File: config.mk
export PLATFORM = sky130hd
export DESIGN_NAME = ppm_frame_decoder_unit
export DESIGN_NICKNAME = d
export VERILOG_FILES = /design/src/ppmfd_pkg.sv /design/src/ppmfd_cfg_regs.sv /design/src/ppmfd_frame_core.sv /design/src/ppmfd_chan_decode.sv /design/src/ppm_frame_decoder_unit.sv
export SDC_FILE = /design/constraint.sdc
export NUM_CORES = 1
export LEC_CHECK = 0
export BUFFER_PORTS_ARGS = -buffer_cell sky130_fd_sc_hd__buf_4
export CAP_MARGIN = 40
export CORE_MARGIN = 2
export CORE_UTILIZATION = 54
export CTS_CLUSTER_SIZE = 12
export DETAILED_ROUTE_END_ITERATION = 8
export GPL_ROUTABILITY_DRIVEN = 0
export HOLD_SLACK_MARGIN = 0.12
export PLACE_DENSITY = 0.76
export SETUP_SLACK_MARGIN = 0.2
export SLEW_MARGIN = 15
export SYNTH_ARGS = -nofsm -noshare
export SYNTH_HDL_FRONTEND = slang
export SYNTH_SLANG_ARGS = --single-unit
File: constraint.sdc
create_clock -name clk_i -period 6.9 [get_ports clk_i]
set_clock_uncertainty 0.2 [all_clocks]
set_input_delay 1.035 -clock clk_i [delete_from_list [all_inputs] [get_ports clk_i]]
set_output_delay 1.035 -clock clk_i [all_outputs]
set_load 0.02 [all_outputs]
File: src/ppmfd_pkg.sv
// Shared types, constants and decode helpers for the PPM frame decoder.
package ppmfd_pkg;

  localparam int unsigned NUM_CHANNELS_DEF = 6;

  localparam int unsigned TIME_W    = 32;
  localparam int unsigned LEVEL_W   = 16;
  localparam int unsigned COUNT_W   = 8;
  localparam int unsigned CFG_IDX_W = 3;
  localparam int unsigned CFG_DAT_W = 16;
  localparam int unsigned SLOT_W    = 3;
  localparam int unsigned MODE_W    = 2;

  localparam logic [COUNT_W-1:0] SYNC_MAX = '1;

  localparam logic [LEVEL_W-1:0] SYNC_GAP_RST   = 16'd4000;
  localparam logic [COUNT_W-1:0] READY_CNT_RST  = 8'd4;
  localparam logic [LEVEL_W-1:0] MODE_HIGH_RST  = 16'd1800;
  localparam logic [LEVEL_W-1:0] MODE_LOW_RST   = 16'd1200;
  localparam logic [LEVEL_W-1:0] SWITCH_LVL_RST = 16'd1500;

  typedef enum logic [CFG_IDX_W-1:0] {
    CFG_SYNC_GAP    = 3'd0,
    CFG_READY_COUNT = 3'd1,
    CFG_MODE_HIGH   = 3'd2,
    CFG_MODE_LOW    = 3'd3,
    CFG_SWITCH_LVL  = 3'd4
  } cfg_idx_e;

  typedef enum logic [MODE_W-1:0] {
    MODE_DISARMED = 2'd0,
    MODE_ANGLE    = 2'd1,
    MODE_ACRO     = 2'd2
  } mode_e;

  typedef struct packed {
    logic [LEVEL_W-1:0] sync_gap;
    logic [COUNT_W-1:0] ready_count;
    logic [LEVEL_W-1:0] mode_high;
    logic [LEVEL_W-1:0] mode_low;
    logic [LEVEL_W-1:0] switch_lvl;
  } cfg_t;

  typedef struct packed {
    logic [TIME_W-1:0] pulse_gap;
    logic [SLOT_W-1:0] slot_index;
    logic              slot_written;
    logic              frame_sync;
    logic              ready;
  } frame_res_t;

  function automatic mode_e decode_mode(logic [TIME_W-1:0] w, logic [LEVEL_W-1:0] high,
                                        logic [LEVEL_W-1:0] low);
    mode_e m;
    if (w > {{(TIME_W-LEVEL_W){1'b0}}, high}) begin
      m = MODE_DISARMED;
    end else if (w < {{(TIME_W-LEVEL_W){1'b0}}, low}) begin
      m = MODE_ANGLE;
    end else begin
      m = MODE_ACRO;
    end
    return m;
  endfunction

endpackage

File: src/ppmfd_cfg_regs.sv
// Configuration register file for the PPM frame decoder.
module ppmfd_cfg_regs (
  input  logic                             clk_i,
  input  logic                             rst_ni,
  input  logic                             cfg_we_i,
  input  logic [ppmfd_pkg::CFG_IDX_W-1:0]  cfg_idx_i,
  input  logic [ppmfd_pkg::CFG_DAT_W-1:0]  cfg_wdata_i,
  output ppmfd_pkg::cfg_t                  cfg_o
);

  ppmfd_pkg::cfg_t cfg_d, cfg_q;

  always_comb begin
    cfg_d = cfg_q;
    if (cfg_we_i) begin
      unique case (ppmfd_pkg::cfg_idx_e'(cfg_idx_i))
        ppmfd_pkg::CFG_SYNC_GAP:    cfg_d.sync_gap    = cfg_wdata_i;
        ppmfd_pkg::CFG_READY_COUNT: cfg_d.ready_count = cfg_wdata_i[ppmfd_pkg::COUNT_W-1:0];
        ppmfd_pkg::CFG_MODE_HIGH:   cfg_d.mode_high   = cfg_wdata_i;
        ppmfd_pkg::CFG_MODE_LOW:    cfg_d.mode_low    = cfg_wdata_i;
        ppmfd_pkg::CFG_SWITCH_LVL:  cfg_d.switch_lvl  = cfg_wdata_i;
        default: ; // unmapped index: ignored
      endcase
    end
  end

  always_ff @(posedge clk_i or negedge rst_ni) begin
    if (!rst_ni) begin
      cfg_q.sync_gap    <= ppmfd_pkg::SYNC_GAP_RST;
      cfg_q.ready_count <= ppmfd_pkg::READY_CNT_RST;
      cfg_q.mode_high   <= ppmfd_pkg::MODE_HIGH_RST;
      cfg_q.mode_low    <= ppmfd_pkg::MODE_LOW_RST;
      cfg_q.switch_lvl  <= ppmfd_pkg::SWITCH_LVL_RST;
    end else begin
      cfg_q <= cfg_d;
    end
  end

  assign cfg_o = cfg_q;

endmodule

File: src/ppmfd_frame_core.sv
// Frame state tracker: gap, sync detection, slot pointer and channel widths.
module ppmfd_frame_core #(
  parameter int unsigned NUM_CHANNELS = ppmfd_pkg::NUM_CHANNELS_DEF
) (
  input  logic                            clk_i,
  input  logic                            rst_ni,
  input  logic                            step_i,
  input  logic [ppmfd_pkg::TIME_W-1:0]    edge_time_i,
  input  ppmfd_pkg::cfg_t                 cfg_i,
  output ppmfd_pkg::frame_res_t           res_o,
  output logic [ppmfd_pkg::TIME_W-1:0]    ch_mode_o,
  output logic [ppmfd_pkg::TIME_W-1:0]    ch_switch_o
);

  localparam int unsigned PtrW = $clog2(NUM_CHANNELS + 1);
  localparam int unsigned IdxW = $clog2(NUM_CHANNELS);
  localparam int unsigned ModeCh   = 4;
  localparam int unsigned SwitchCh = 5;

  logic [ppmfd_pkg::TIME_W-1:0]  last_edge_q, last_edge_d;
  logic [PtrW-1:0]               next_slot_q, next_slot_d;
  logic [ppmfd_pkg::COUNT_W-1:0] sync_seen_q, sync_seen_d;
  logic                          ready_q, ready_d;
  logic [ppmfd_pkg::TIME_W-1:0]  ch_q [NUM_CHANNELS];

  logic [ppmfd_pkg::TIME_W-1:0]  gap;
  logic                          is_sync, written;
  logic [IdxW-1:0]               wr_idx;

  assign gap     = edge_time_i - last_edge_q;
  assign is_sync = gap >= {{(ppmfd_pkg::TIME_W-ppmfd_pkg::LEVEL_W){1'b0}}, cfg_i.sync_gap};
  assign written = !is_sync && (sync_seen_q != '0) && (next_slot_q < PtrW'(NUM_CHANNELS));
  assign wr_idx  = next_slot_q[IdxW-1:0];

  always_comb begin
    last_edge_d = last_edge_q;
    next_slot_d = next_slot_q;
    sync_seen_d = sync_seen_q;
    ready_d     = ready_q;
    if (step_i) begin
      last_edge_d = edge_time_i;
      if (is_sync) begin
        next_slot_d = '0;
        if (sync_seen_q >= cfg_i.ready_count) ready_d = 1'b1;
        if (sync_seen_q != ppmfd_pkg::SYNC_MAX) sync_seen_d = sync_seen_q + 1'b1;
      end else if (written) begin
        next_slot_d = next_slot_q + 1'b1;
      end
    end
  end

  always_ff @(posedge clk_i or negedge rst_ni) begin
    if (!rst_ni) begin
      last_edge_q <= '0;
      next_slot_q <= '0;
      sync_seen_q <= '0;
      ready_q     <= 1'b0;
    end else begin
      last_edge_q <= last_edge_d;
      next_slot_q <= next_slot_d;
      sync_seen_q <= sync_seen_d;
      ready_q     <= ready_d;
    end
  end

  for (genvar g = 0; g < NUM_CHANNELS; g++) begin : g_ch
    always_ff @(posedge clk_i or negedge rst_ni) begin
      if (!rst_ni) begin
        ch_q[g] <= '0;
      end else if (step_i && written && (wr_idx == IdxW'(g))) begin
        ch_q[g] <= gap;
      end
    end
  end

  // Decoders see the channel values after this edge, so forward the write.
  assign ch_mode_o   = (written && wr_idx == IdxW'(ModeCh))   ? gap : ch_q[ModeCh];
  assign ch_switch_o = (written && wr_idx == IdxW'(SwitchCh)) ? gap : ch_q[SwitchCh];

  assign res_o.pulse_gap    = gap;
  assign res_o.slot_index   = written ? next_slot_q[ppmfd_pkg::SLOT_W-1:0] : '0;
  assign res_o.slot_written = written;
  assign res_o.frame_sync   = is_sync;
  assign res_o.ready        = ready_d;

endmodule

File: src/ppmfd_chan_decode.sv
// Flying mode and switch decode from the mode and switch channel widths.
module ppmfd_chan_decode (
  input  logic [ppmfd_pkg::TIME_W-1:0]  ch_mode_i,
  input  logic [ppmfd_pkg::TIME_W-1:0]  ch_switch_i,
  input  ppmfd_pkg::cfg_t               cfg_i,
  output ppmfd_pkg::mode_e              mode_o,
  output logic                          switch_high_o
);

  assign mode_o = ppmfd_pkg::decode_mode(ch_mode_i, cfg_i.mode_high, cfg_i.mode_low);
  assign switch_high_o =
    ch_switch_i > {{(ppmfd_pkg::TIME_W-ppmfd_pkg::LEVEL_W){1'b0}}, cfg_i.switch_lvl};

endmodule

File: src/ppm_frame_decoder_unit.sv
// Top level of the PPM frame decoder: input register, decode logic, result register.
//
// Usage:
//  - Input channel: in_valid_i / in_stall_o carry one request per rising edge
//    of the PPM line, edge_time_i being its free-running microsecond stamp.
//  - Output channel: out_valid_o / out_stall_i carry one result per request:
//    gap, slot index, slot written, sync and ready flags, flying mode, switch state.
//  - Config: cfg_we_i writes cfg_wdata_i into register cfg_idx_i
//    (0 sync gap, 1 ready count, 2 mode high, 3 mode low, 4 switch level);
//    other indexes are ignored. Write only while no request is in flight.
//  - Path: a request is accepted into the input register; its result then
//    moves to the result register and is held there until it is taken.
//  - Throughput: one request per cycle while out_stall_i is low; the frame
//    state updates as a request leaves the input register.
//  - Stall: while out_stall_i holds a result, one more request may sit in the
//    input register; after that in_stall_o rises until the result is taken.
//  - Reset: configuration returns to defaults, frame state and all channel
//    widths clear, both registers empty.
module ppm_frame_decoder_unit #(
  parameter int unsigned NUM_CHANNELS = ppmfd_pkg::NUM_CHANNELS_DEF
) (
  input  logic                             clk_i,
  input  logic                             rst_ni,
  input  logic                             cfg_we_i,
  input  logic [ppmfd_pkg::CFG_IDX_W-1:0]  cfg_idx_i,
  input  logic [ppmfd_pkg::CFG_DAT_W-1:0]  cfg_wdata_i,
  input  logic                             in_valid_i,
  output logic                             in_stall_o,
  input  logic [ppmfd_pkg::TIME_W-1:0]     edge_time_i,
  output logic                             out_valid_o,
  input  logic                             out_stall_i,
  output logic [ppmfd_pkg::TIME_W-1:0]     pulse_gap_o,
  output logic [ppmfd_pkg::SLOT_W-1:0]     slot_index_o,
  output logic                             slot_written_o,
  output logic                             frame_sync_o,
  output logic                             ready_res_o,
  output logic [ppmfd_pkg::MODE_W-1:0]     flying_mode_o,
  output logic                             switch_high_o
);

  ppmfd_pkg::cfg_t       cfg;
  ppmfd_pkg::frame_res_t res;
  ppmfd_pkg::mode_e      mode;
  logic [ppmfd_pkg::TIME_W-1:0] ch_mode, ch_switch;
  logic                  sw_high;

  logic                         s1_valid_q, s1_valid_d;
  logic [ppmfd_pkg::TIME_W-1:0] edge_q;
  logic                         out_valid_q, out_valid_d;
  logic                         in_acc, s1_fire;

  ppmfd_pkg::frame_res_t        res_q;
  logic [ppmfd_pkg::MODE_W-1:0] mode_q;
  logic                         sw_high_q;

  ppmfd_cfg_regs u_cfg (
    .clk_i       (clk_i),
    .rst_ni      (rst_ni),
    .cfg_we_i    (cfg_we_i),
    .cfg_idx_i   (cfg_idx_i),
    .cfg_wdata_i (cfg_wdata_i),
    .cfg_o       (cfg)
  );

  ppmfd_frame_core #(.NUM_CHANNELS(NUM_CHANNELS)) u_core (
    .clk_i       (clk_i),
    .rst_ni      (rst_ni),
    .step_i      (s1_fire),
    .edge_time_i (edge_q),
    .cfg_i       (cfg),
    .res_o       (res),
    .ch_mode_o   (ch_mode),
    .ch_switch_o (ch_switch)
  );

  ppmfd_chan_decode u_dec (
    .ch_mode_i     (ch_mode),
    .ch_switch_i   (ch_switch),
    .cfg_i         (cfg),
    .mode_o        (mode),
    .switch_high_o (sw_high)
  );

  // Input register moves on whenever the result register is free or draining.
  assign s1_fire    = s1_valid_q && (!out_valid_q || !out_stall_i);
  assign in_stall_o = s1_valid_q && out_valid_q && out_stall_i;
  assign in_acc     = in_valid_i && !in_stall_o;

  always_comb begin
    s1_valid_d = s1_valid_q;
    if (in_acc)       s1_valid_d = 1'b1;
    else if (s1_fire) s1_valid_d = 1'b0;

    out_valid_d = out_valid_q;
    if (s1_fire)                         out_valid_d = 1'b1;
    else if (out_valid_q && !out_stall_i) out_valid_d = 1'b0;
  end

  always_ff @(posedge clk_i or negedge rst_ni) begin
    if (!rst_ni) begin
      s1_valid_q  <= 1'b0;
      out_valid_q <= 1'b0;
    end else begin
      s1_valid_q  <= s1_valid_d;
      out_valid_q <= out_valid_d;
    end
  end

  always_ff @(posedge clk_i) begin
    if (in_acc) edge_q <= edge_time_i;
    if (s1_fire) begin
      res_q     <= res;
      mode_q    <= mode;
      sw_high_q <= sw_high;
    end
  end

  assign out_valid_o    = out_valid_q;
  assign pulse_gap_o    = res_q.pulse_gap;
  assign slot_index_o   = res_q.slot_index;
  assign slot_written_o = res_q.slot_written;
  assign frame_sync_o   = res_q.frame_sync;
  assign ready_res_o    = res_q.ready;
  assign flying_mode_o  = mode_q;
  assign switch_high_o  = sw_high_q;

endmodule

==> results.sh <==
export IMPL_cp_num_buf_inv=1
export IMPL_die_h_um=162
export IMPL_synth_area_um2=13500
export IMPL_drcViolationCount=0
export IMPL_numPortBuffers=98
export IMPL_final_hold_viol_count=0
export IMPL_syn_num_nets=1398
export IMPL_antenna_found_initial=0
export IMPL_holdPathStages=2
export IMPL_synthArstFlopShare_pct=71.4
export IMPL_path_clk_slew_ns=0.06
export IMPL_cp_top_family="compound AO/OA/AOI/OAI gates"
export IMPL_wl_mm=31.0
export IMPL_timing_critical_path_mode_cell="a21o_1"
export IMPL_first_global_vias=9612
export IMPL_irDropWorstVdd_uv=207
export IMPL_cts_num_sinks=255
export IMPL_startpoint_type="flip-flop"
export IMPL_fp_dieArea_um2=26200
export IMPL_power_density_nw_per_um2=296
export IMPL_maxSlewViolCount=0
export IMPL_tightest_slew_ns=0.849
export IMPL_timing_final_crit_share_pct=95.1
export IMPL_status="finished clean"
export IMPL_numCtsBuffers=27
export IMPL_fmax_mhz=152
export IMPL_grtUsageTotal_pct=24.1
export IMPL_setup_viol=0
export IMPL_syn_area_per_cell_um2=10.9
export IMPL_cts_tree="yes"
export IMPL_drtPass1Iterations=5
export IMPL_post_synth_top_count_cell="dfrtp_1"
export IMPL_clock_latency_ns=0.54
export IMPL_drive_gt1_share_pct=22.9
export IMPL_reg2reg_depth=31
export IMPL_relSlewSlack_pct=42.5
export IMPL_synthTopCellsByCount="dfrtp_1, nand2_1, inv_1, o21ai_0, ha_1"
export IMPL_rows=57
export IMPL_ys_top_cells_by_area="dfrtp_1, edfxtp_1, ha_1"
export IMPL_fin_crit_ns=6.56
export IMPL_required_ns=6.99
export IMPL_worst_hold_slack_ns=0.260
export IMPL_end_kind="flip-flop"
export IMPL_drt_iter0_drc=608
export IMPL_worstPathArrival_ns=6.66
export IMPL_io_pins=99
export IMPL_cts_buffer_depth=3
export IMPL_htreeDepth=1
export IMPL_synth_cell_types=73
export IMPL_areaGrowthSynthToFinish_pct=16.9
export IMPL_clock_root_buffer="clkbuf_16"
export IMPL_critPathKind="reg -> reg"
export IMPL_path_max_fanout=5
export IMPL_maxCapViolations=0
export IMPL_synthDominantCellAreaShare_pct=29.7
export IMPL_power_leakage_nw=7.46
export IMPL_grt_max_degree=77
export IMPL_dp_hpwl_mm=22.4
export IMPL_crit_cells=31
export IMPL_via_per_inst=5.73
export IMPL_rsz0062_at_grt="true"
export IMPL_detail_route_wl_per_cell_um=18.2
export IMPL_hold_class="reg -> reg"
export IMPL_grt_pass1_wl_mm=50.3
export IMPL_ys_warn_count=0
export IMPL_ant_nets=0
export IMPL_tns_ns=0
export IMPL_ys_ff_latch=255
export IMPL_die_w_um=162
export IMPL_synth_edff_count=73
export IMPL_cp_slowest_cell="edfxtp_1"
export IMPL_synth_seq_area_share_pct=50.3
export IMPL_vias=9739
export IMPL_gr_total_overflow=0
export IMPL_cts_hold_repair_buffers=0
export IMPL_syn_inst=1234
export IMPL_cpPeakStageDelay_ns=0.44
export IMPL_start_util_pct=55.3
export IMPL_core_area_um2=24400
export IMPL_final_nets=1521
export IMPL_synth_top_area_cell="dfrtp_1"
export IMPL_synth_ff_type="dfrtp_1"
export IMPL_num_antenna_cells=0
## registers in the layout, summed over array words and instances, names as in the netlist
name and cells:
u_core.ready_q 1, edge_q 32, slot_index_o 3, ready_res_o 1, slot_written_o 1, u_cfg.cfg_o 72
frame_sync_o 1, switch_high_o 1, s1_valid_q 1, flying_mode_o 2, pulse_gap_o 32, u_core.last_edge_q 32
u_core.next_slot_q 3, out_valid_o 1, u_core.ch_q 64, u_core.sync_seen_q 8
## worst reg2reg max path: cells and delay by family, from the launching register on
kind / cells / cell delay, ns
muxes: 2 / 0.45
AOI/OAI and AO/OA: 18 / 3.28
buffers and inverters: 1 / 0.20
DFF: 1 / 0.44
xor gates and xnor gates: 1 / 0.13
and+or+nand+nor: 6 / 0.85
adders and majority gates: 3 / 0.78
## path summary, 6_finish.rpt
check | startpoint | endpoint | slack (ns)
worst max-delay path | edge_q[2] | flying_mode_o[1] | 0.34
worst min-delay path | u_core.ready_q | u_core.ready_q | 0.26
worst max register to register | edge_q[2] | flying_mode_o[1] | 0.34
worst min register to register | u_core.ready_q | u_core.ready_q | 0.26
max in group asynchronous | rst_ni | u_core.last_edge_q[21] | 4.97
min in group asynchronous | rst_ni | u_cfg.cfg_o[47] | 0.33
## final cells by class
cell class | count | area (µm²)
clock buffers | 43 | 796
inverters | 116 | 437
multi-input cells | 818 | 6220
fillers | 1940 | 8640
flip-flops and latches | 255 | 6770
clock inverters | 6 | 32.5
well taps | 324 | 405
repair buffers | 139 | 1090
## timing repair
action,4_1_cts,5_1_grt
pin swaps,2,25
setup buffers,3,11
resized for setup,2,8
setup endpoints to repair,2,3
## cell usage in the layout (no fill, tap or decap), types with 5 or more instances in the layout
cell type	n
mux2_2	54
and4_1	5
xnor2_1	16
clkbuf_16	27
o21a_1	9
ha_1	100
nor3_1	12
dfrtp_1	160
a21oi_1	55
clkinv_2	5
clkbuf_8	6
o21ai_0	105
nor2b_1	6
ha_4	7
a21oi_2	5
o211ai_1	8
nor2_1	29
nand3_1	15
inv_1	114
a21o_1	31
mux2_4	31
xor2_1	16
and3_1	6
nand2b_1	12
nor4_1	14
nand4_1	27
buf_4	132
edfxtp_1	73
mux2i_1	5
clkbuf_1	10
dfstp_2	22
and2_1	38
nand2_1	129
## metal layers
layer / track usage (%) / vias to the layer above / routed length, µm / share of wire, %
li1: - / 4618 / - / -
met1: 34.8 / 4764 / 14000 / 45
met2: 38.1 / 295 / 14500 / 47
met3: 2.89 / 62 / 1480 / 4.8
met4: 8.05 / 0 / 1040 / 3.4
met5: 0 / - / 0 / 0
## report_power, final
part | leakage [nW] | internal (mW) | switching [mW] | total (mW)
clock | 0.409 | 0.785 | 0.569 | 1.35
sequential | 2.99 | 1.81 | 0.0941 | 1.90
combinational | 4.06 | 0.568 | 0.842 | 1.41
total | 7.46 | 3.16 | 1.50 | 4.66
## stage by stage
stage	setup slack, ns	cell area (µm²)	utilization (%)	total power [mW]	std cells
after floorplan	0.227	13600	-	2.78	1234
after global placement	0.223	14700	60.3	3.23	1635
after detailed placement	0.0510	14800	60.5	3.28	1638
after CTS	0.212	15600	64.0	4.66	1690
after global routing	0.0209	15800	64.6	4.92	1701
final	0.336	15800	64.6	4.66	1701
## cells by family (layout without fill, tap and decap cells)
kind of cell               Yosys count  count (layout)  synth area share, %
DFF                                255             255                 50.3
muxes                               91              91                 8.34
and+or+nand+nor                    319             319                 12.2
AOI/OAI and AO/OA                  266             266                 12.1
adders and majority gates          108             108                 10.1
xor gates and xnor gates            34              34                 2.21
buffers and inverters              161             304                 4.84
(Power assumes the default switching activity.)
